===== src/sv/bspline_de_boor_sampler_top_defines.svh =====
// Assertion macros shared by the sampler RTL.
`ifndef BSPLINE_DE_BOOR_SAMPLER_TOP_DEFINES_SVH
`define BSPLINE_DE_BOOR_SAMPLER_TOP_DEFINES_SVH
`ifndef ASSERT_OFF
// Property must hold at every clock edge out of reset.
`define BDB_ASSERT(label, prop, msg) \
  label: assert property (@(posedge clk_i) disable iff (!rst_ni) (prop)) else $error(msg);
// Condition must never be true out of reset.
`define BDB_NEVER(label, cond, msg) \
  label: assert property (@(posedge clk_i) disable iff (!rst_ni) !(cond)) else $error(msg);
`else
`define BDB_ASSERT(label, prop, msg)
`define BDB_NEVER(label, cond, msg)
`endif
`endif


===== src/sv/bdb_pkg.sv =====
package bdb_pkg;

  localparam int MAX_CONTROLS = 256;
  localparam int MAX_DEGREE   = 8;
  localparam int KNOT_CAP     = MAX_CONTROLS + MAX_DEGREE + 1;

  localparam int CA_W  = $clog2(MAX_CONTROLS);   // control store address
  localparam int KA_W  = $clog2(KNOT_CAP);       // knot store address
  localparam int CNT_W = $clog2(KNOT_CAP + 1);   // fill counts
  localparam int TA_W  = $clog2(MAX_DEGREE + 1); // triangle address
  localparam int DEG_W = 6;
  localparam int IDX_W = 10;

  localparam int DVD_W = 64;  // divider dividend
  localparam int DVS_W = 33;  // divider divisor

  // input operation codes
  localparam logic [1:0] OP_CLEAR   = 2'd0;
  localparam logic [1:0] OP_LD_CTRL = 2'd1;
  localparam logic [1:0] OP_LD_KNOT = 2'd2;
  localparam logic [1:0] OP_SAMPLE  = 2'd3;

  // output source select
  localparam logic [1:0] SEL_CTRL = 2'd0;
  localparam logic [1:0] SEL_RES  = 2'd1;
  localparam logic [1:0] SEL_KEEP = 2'd2;

  // register indexes
  localparam logic REG_DEGREE = 1'b0;
  localparam logic REG_CLOSED = 1'b1;

  typedef struct packed {
    logic              capture;
    logic              clear;
    logic              ld_ctrl;
    logic              ld_knot;
    logic              ctrl_rd;
    logic [CA_W-1:0]   ctrl_addr;
    logic              knot_rd;
    logic [KA_W-1:0]   knot_addr;
    logic              lat_t0;
    logic              lat_t1;
    logic              mul_t;
    logic              div_start;
    logic              div_alpha;
    logic              lat_t;
    logic              set_t_t0;
    logic              lat_prev;
    logic              alpha_zero;
    logic              lat_alpha;
    logic              tri_wr_ld;
    logic              tri_rd;
    logic              tri_wr_blend;
    logic [TA_W-1:0]   tri_addr_a;
    logic [TA_W-1:0]   tri_addr_b;
    logic              mul_blend;
    logic              keep_res;
    logic              out_push;
    logic [1:0]        out_sel;
    logic              out_last;
    logic              out_fb;
  } cmd_t;

  typedef struct packed {
    logic [1:0]        op;
    logic [CNT_W-1:0]  n;
    logic [CA_W-1:0]   idx8;
    logic              fallback;
    logic              idx_ge_n;
    logic              idx_last;
    logic              idx_gt_steps;
    logic              idx_is_steps;
    logic              sp_hit;
    logic              den_pos;
    logic              div_done;
    logic              div_busy;
    logic              differ;
    logic              out_free;
  } sts_t;

endpackage


===== src/sv/bdb_ctrl.sv =====
`include "bspline_de_boor_sampler_top_defines.svh"
module bdb_ctrl import bdb_pkg::*; (
  input  logic             clk_i,
  input  logic             rst_ni,
  input  logic             in_valid_i,
  output logic             in_ready_o,
  input  logic [DEG_W-1:0] deg_i,
  input  logic             closed_i,
  input  sts_t             sts_i,
  output cmd_t             cmd_o
);

  typedef enum logic [4:0] {
    S_IDLE, S_DISP, S_FB_OUT, S_T1_RD, S_T1_LAT, S_T_MUL, S_T_DIV, S_T_DIVW,
    S_SP_INIT, S_SP_PREV, S_SP_CMP, S_LD_RD, S_LD_WR, S_TR_LO, S_TR_HI,
    S_TR_DEN, S_TR_DIVW, S_TR_MUL, S_TR_WB, S_EVAL_DONE, S_OUT_A, S_OUT_B
  } state_e;

  state_e            state_q, state_d;
  logic [CNT_W-1:0]  i_q, i_d;
  logic [CA_W-1:0]   k_q, k_d;
  logic [TA_W-1:0]   j_q, j_d, r_q, r_d;
  logic              second_q, second_d;
  logic [TA_W-1:0]   d4;
  cmd_t              cmd;

  assign d4 = deg_i[TA_W-1:0];

  // sequencing and commands
  always_comb begin
    cmd      = '0;
    state_d  = state_q;
    i_d      = i_q;
    k_d      = k_q;
    j_d      = j_q;
    r_d      = r_q;
    second_d = second_q;
    cmd.tri_addr_a = j_q - 1'b1;
    cmd.tri_addr_b = j_q;
    case (state_q)
      S_IDLE: begin
        if (in_valid_i) begin
          cmd.capture = 1'b1;
          state_d     = S_DISP;
        end
      end
      S_DISP: begin
        state_d = S_IDLE;
        case (sts_i.op)
          OP_CLEAR:   cmd.clear   = 1'b1;
          OP_LD_CTRL: cmd.ld_ctrl = 1'b1;
          OP_LD_KNOT: cmd.ld_knot = 1'b1;
          OP_SAMPLE: begin
            if (sts_i.fallback) begin
              if (!sts_i.idx_ge_n) begin
                cmd.ctrl_rd   = 1'b1;
                cmd.ctrl_addr = sts_i.idx8;
                state_d       = S_FB_OUT;
              end
            end else if (!sts_i.idx_gt_steps) begin
              cmd.knot_rd   = 1'b1;
              cmd.knot_addr = KA_W'(d4);
              second_d      = 1'b0;
              state_d       = S_T1_RD;
            end
          end
          default: state_d = S_IDLE;
        endcase
      end
      S_FB_OUT: begin
        if (sts_i.out_free) begin
          cmd.out_push = 1'b1;
          cmd.out_sel  = SEL_CTRL;
          cmd.out_last = sts_i.idx_last;
          cmd.out_fb   = 1'b1;
          state_d      = S_IDLE;
        end
      end
      S_T1_RD: begin
        cmd.lat_t0    = 1'b1;
        cmd.knot_rd   = 1'b1;
        cmd.knot_addr = KA_W'(sts_i.n);
        state_d       = S_T1_LAT;
      end
      S_T1_LAT: begin
        cmd.lat_t1 = 1'b1;
        state_d    = S_T_MUL;
      end
      S_T_MUL: begin
        cmd.mul_t = 1'b1;
        state_d   = S_T_DIV;
      end
      S_T_DIV: begin
        cmd.div_start = 1'b1;
        state_d       = S_T_DIVW;
      end
      S_T_DIVW: begin
        if (sts_i.div_done) begin
          cmd.lat_t = 1'b1;
          state_d   = S_SP_INIT;
        end
      end
      // span search over the knots
      S_SP_INIT: begin
        cmd.knot_rd   = 1'b1;
        cmd.knot_addr = KA_W'(d4);
        i_d           = CNT_W'(d4);
        state_d       = S_SP_PREV;
      end
      S_SP_PREV: begin
        cmd.lat_prev  = 1'b1;
        cmd.knot_rd   = 1'b1;
        cmd.knot_addr = KA_W'(i_q + 1'b1);
        state_d       = S_SP_CMP;
      end
      S_SP_CMP: begin
        if (sts_i.sp_hit) begin
          k_d     = i_q[CA_W-1:0];
          j_d     = '0;
          state_d = S_LD_RD;
        end else if ((i_q + 1'b1) < sts_i.n) begin
          i_d           = i_q + 1'b1;
          cmd.lat_prev  = 1'b1;
          cmd.knot_rd   = 1'b1;
          cmd.knot_addr = KA_W'(i_q + CNT_W'(2));
        end else begin
          k_d     = CA_W'(d4);
          j_d     = '0;
          state_d = S_LD_RD;
        end
      end
      // seed the triangle with the local control points
      S_LD_RD: begin
        cmd.ctrl_rd   = 1'b1;
        cmd.ctrl_addr = k_q + CA_W'(j_q) - CA_W'(d4);
        state_d       = S_LD_WR;
      end
      S_LD_WR: begin
        cmd.tri_wr_ld = 1'b1;
        if (j_q == d4) begin
          r_d     = TA_W'(1);
          state_d = S_TR_LO;
        end else begin
          j_d     = j_q + 1'b1;
          state_d = S_LD_RD;
        end
      end
      // one blend step of the triangle
      S_TR_LO: begin
        cmd.knot_rd   = 1'b1;
        cmd.knot_addr = KA_W'(k_q) + KA_W'(j_q) - KA_W'(d4);
        state_d       = S_TR_HI;
      end
      S_TR_HI: begin
        cmd.lat_prev  = 1'b1;
        cmd.knot_rd   = 1'b1;
        cmd.knot_addr = KA_W'(k_q) + KA_W'(j_q) + 1'b1 - KA_W'(r_q);
        cmd.tri_rd    = 1'b1;
        state_d       = S_TR_DEN;
      end
      S_TR_DEN: begin
        if (sts_i.den_pos) begin
          cmd.div_start = 1'b1;
          cmd.div_alpha = 1'b1;
          state_d       = S_TR_DIVW;
        end else begin
          cmd.alpha_zero = 1'b1;
          state_d        = S_TR_MUL;
        end
      end
      S_TR_DIVW: begin
        if (sts_i.div_done) begin
          cmd.lat_alpha = 1'b1;
          state_d       = S_TR_MUL;
        end
      end
      S_TR_MUL: begin
        cmd.mul_blend = 1'b1;
        state_d       = S_TR_WB;
      end
      S_TR_WB: begin
        cmd.tri_wr_blend = 1'b1;
        if (j_q > r_q) begin
          j_d     = j_q - 1'b1;
          state_d = S_TR_LO;
        end else if (r_q < d4) begin
          r_d     = r_q + 1'b1;
          j_d     = d4;
          state_d = S_TR_LO;
        end else begin
          state_d = S_EVAL_DONE;
        end
      end
      S_EVAL_DONE: begin
        if (second_q) begin
          state_d = S_OUT_A;
        end else if (sts_i.idx_is_steps && closed_i) begin
          // closing point: evaluate again at the start parameter
          cmd.keep_res = 1'b1;
          cmd.set_t_t0 = 1'b1;
          second_d     = 1'b1;
          state_d      = S_SP_INIT;
        end else if (sts_i.out_free) begin
          cmd.out_push = 1'b1;
          cmd.out_sel  = SEL_RES;
          cmd.out_last = sts_i.idx_is_steps;
          state_d      = S_IDLE;
        end
      end
      S_OUT_A: begin
        if (sts_i.out_free) begin
          cmd.out_push = 1'b1;
          cmd.out_sel  = SEL_KEEP;
          cmd.out_last = !sts_i.differ;
          state_d      = sts_i.differ ? S_OUT_B : S_IDLE;
        end
      end
      S_OUT_B: begin
        if (sts_i.out_free) begin
          cmd.out_push = 1'b1;
          cmd.out_sel  = SEL_RES;
          cmd.out_last = 1'b1;
          state_d      = S_IDLE;
        end
      end
      default: state_d = S_IDLE;
    endcase
  end

  always_ff @(posedge clk_i or negedge rst_ni) begin
    if (!rst_ni) begin
      state_q  <= S_IDLE;
      i_q      <= '0;
      k_q      <= '0;
      j_q      <= '0;
      r_q      <= '0;
      second_q <= 1'b0;
    end else begin
      state_q  <= state_d;
      i_q      <= i_d;
      k_q      <= k_d;
      j_q      <= j_d;
      r_q      <= r_d;
      second_q <= second_d;
    end
  end

  assign in_ready_o = state_q == S_IDLE;
  assign cmd_o      = cmd;

  `BDB_NEVER(a_div_overlap, cmd.div_start && sts_i.div_busy, "divider restarted while busy")
  `BDB_NEVER(a_push_full, cmd.out_push && !sts_i.out_free, "result pushed into a full output stage")
  `BDB_ASSERT(a_tri_bounds, (state_q == S_TR_WB) |-> ((j_q >= r_q) && (r_q >= TA_W'(1)) && (j_q <= d4)), "triangle index out of range")

endmodule


===== config.mk =====
export PLATFORM = sky130hd
export DESIGN_NAME = bdb_ctrl
export DESIGN_NICKNAME = d
export VERILOG_FILES = /design/src/sv/bdb_pkg.sv /design/src/sv/bdb_ctrl.sv
export VERILOG_INCLUDE_DIRS = /design/src /design/src/sv
export SDC_FILE = /design/constraint.sdc
export NUM_CORES = 1
export LEC_CHECK = 0
export ABC_AREA = 0
export BUFFER_PORTS_ARGS = -buffer_cell sky130_fd_sc_hd__buf_2
export CORE_ASPECT_RATIO = 0.6
export CORE_MARGIN = 2
export CORE_UTILIZATION = 50
export DETAILED_ROUTE_END_ITERATION = 8
export GPL_ROUTABILITY_DRIVEN = 0
export PLACE_DENSITY = 0.74
export SETUP_SLACK_MARGIN = 0.3
export SYNTH_ARGS = -nofsm -noshare
export SYNTH_HDL_FRONTEND = slang
export SYNTH_SLANG_ARGS = --single-unit

===== constraint.sdc =====
create_clock -name clk_i -period 4.2 [get_ports clk_i]
set_input_delay 0.84 -clock clk_i [delete_from_list [all_inputs] [get_ports clk_i]]
set_output_delay 0.84 -clock clk_i [all_outputs]
set_load 0.05 [all_outputs]

==> out/metrics.cfg <==
[finish]
design_area_um2=6190
antennaDiodeCount=0
fin_util=0.727
drive_gt1_frac=0.376
multi_input_area_um2=3780
seq_area_um2=786
syn_to_final_growth_pct=40.8
n_fill_cell=641
final_nets=801

[run]
max_cap_violations=0

[critical_path]
crit_buf_inv=2
slowest_stage=or4_4
critPathLaunchType=flip-flop
reg2reg_depth=15
worst-path-max-fanout=3
critical-path-max-stage-delay_ps=440
crit_path_cell_trace=buf_12, ha_4, nand4_1, nor2_1, xor2_1, ha_1, nand4_1, a211oi_2, nor3_4, or3_4, or4_4, buf_8
reg2reg_slack_ps=540
endpoint=cmd_o[37]
critical_path_required_ps=3360
cp-startpoint=i_q[1]
endpoint_kind=output port
cp_top_family=simple AND/OR/NAND/NOR gates
worstReg2RegStart=i_q[1]
cp_common_cell=nand4_1
critPathKind=reg -> out
crit_arrival_ps=3410
worstReg2RegEnd=j_q[0]
path_depth=12

[sta]
post-route-min-period_ps=4250
worstMarginPinSlew_ps=798
rsz0062_at_grt=true
hold_violations=0
fin_worst_skew_ps=6.70
setup_slack_ps=-53.4
setup-violations-final=3
hold_slack_ps=532
period_share=1.01
relSlewSlack=0.467
fmax_mhz=235
slew_viol_final=0

[outcome]
violations=negative setup slack
status=complete, but fails checks

[global_routing]
grt_usage=0.306
antenna_found_initial=0
grt_pass1_vias=4702
grt_max_degree=32
overflow=0
grt_pass1_wl_mm=23.8

[synth]
yosysUniqueCellTypes=64
synth_top_area_frac=0.176
synth_edf_count=0
yosysWarningCount=0
syn_avg_cell_area_um2=7.81
yosysSeqAreaShare=0.176
synth-async-reset-ratio=1.00
synth.most_common_cell=ha_1
ys_ff_latch=31
yosysTopAreaCell=dfrtp_1
synthCells=563
netlist_area_um2=4400
syn_nets=663
yosys-top-cells-area=dfrtp_1 18%, ha_1 15%, xnor2_1 5.4%, inv_1 4.4%, o21ai_0 4.2%
ys.flop_type=dfrtp_1
netlist_top_cells_count=53 x ha_1, 51 x inv_1, 41 x nand2_1

[floorplanning]
coreArea_um2=8520
die_w_um=125
die_height_um=76.7
io_pins=92
rows=26
start_util=0.516
die_area_um2=9590

[clock_network]
cts.reportedPaths.clkPinSlew_ps=50
cts_tree=built
cts_root_buffer=clkbuf_16
numCtsBuffers=5
insertion_delay_ps=290
clockBufferDepth=2
clock_sinks=31
holdBufCountCts=0
htree_levels=2

[detailed_routing]
post_drt_wl_per_cell_um=19.2
antenna_left=0
wirelength_mm=15.7
drt-vias-per-instance=6.13
drt_iter0_drc=590
vias=4990
drc_errors=0
drtPass1Iterations=6

[placement]
hpwlAfterDp_mm=10.8
buffer_ports.inserted=88
dpl_worst_slack_ps=-13.7
place_area_um2=5230

[power_and_ir_drop]
ir_worst_vdd_mv=0.524
p_leak_nw=3.00
power_density_nw_per_um2=663
power_mw=4.11

[min_path]
min-delay-path-class=reg -> reg
hold_depth=2

## report_power, final
group	switching (mW)	leakage [nW]	total [mW]	internal, mW
Combinational	1.88	2.53	3.21	1.33
Clock	0.146	0.0733	0.362	0.216
Sequential	0.159	0.395	0.539	0.380
## routing by layer
layer  GRT usage  share of wire  vias up
li1            -              -     2293
met1       0.440           0.44     2329
met2       0.474           0.45      321
met3      0.0607          0.097       47
met4      0.0722          0.020        0
met5           0              0        -
## worst min-delay path by stage
stage	from	slack, ps	end
global route	k_q[7]	560	k_q[7]
finish	k_q[7]	530	k_q[7]
global placement	k_q[2]	500	k_q[2]
CTS	k_q[2]	530	k_q[2]
detailed placement	k_q[2]	520	k_q[2]
floorplan	k_q[1]	480	k_q[1]
## cells by family (layout without fill, tap and decap cells)
| kind of cell | count (synthesis) | after routing | share of synthesized area |
|---|---|---|---|
| flops | 31 | 31 | 0.176 |
| buf+inv | 81 | 220 | 0.0788 |
| fa+ha+maj | 60 | 60 | 0.183 |
| xor+xnor | 46 | 46 | 0.0916 |
| mux | 14 | 14 | 0.0321 |
| simple gates | 182 | 182 | 0.213 |
| compound gates | 149 | 149 | 0.226 |
## stage by stage
stage          TNS (ps)  instances
2_1_floorplan     -30.4        563
6_report           -106        814
3_3_place_gp          0        763
4_1_cts           -52.0        795
3_5_place_dp      -13.7        763
5_1_grt            -595        814
## registers in the layout, summed over array words and instances (netlist names)
signal and count:
i_q 9, second_q 1, j_q 4, state_q 5
k_q 8, r_q 4
## worst min-delay path, cell delays in order (launching register included)
cell and delay [ps]:
dfrtp_1 380, nand2_1 70, nand2_1 50
## final cells by class
type | count | area share
multi-input cells | 451 | 0.611
repair buffers | 159 | 0.182
flip-flops and latches | 31 | 0.127
inverters | 53 | 0.0345
well taps | 112 | 0.0226
clock buffers | 5 | 0.0202
clock inverters | 3 | 0.00242
## repair_timing
item	in CTS	in global routing
gates resized for setup	62	46
pin swaps	39	49
hold endpoints to repair	0	0
buffers inserted	24	18
setup endpoints to repair	12	15
cloned	0	1
## layout by cell type (no fill, tap or decap), types with 18 or more instances in the layout
master / n
buf_2: 74
dfrtp_1: 23
xnor2_1: 19
ha_1: 41
nand2_1: 39
nand3_1: 19
nor3_1: 18
buf_4: 65
nor2_1: 33
inv_1: 46
xor2_1: 18
o21ai_0: 31
a21oi_1: 21
Power figures use the tool's default switching activity.
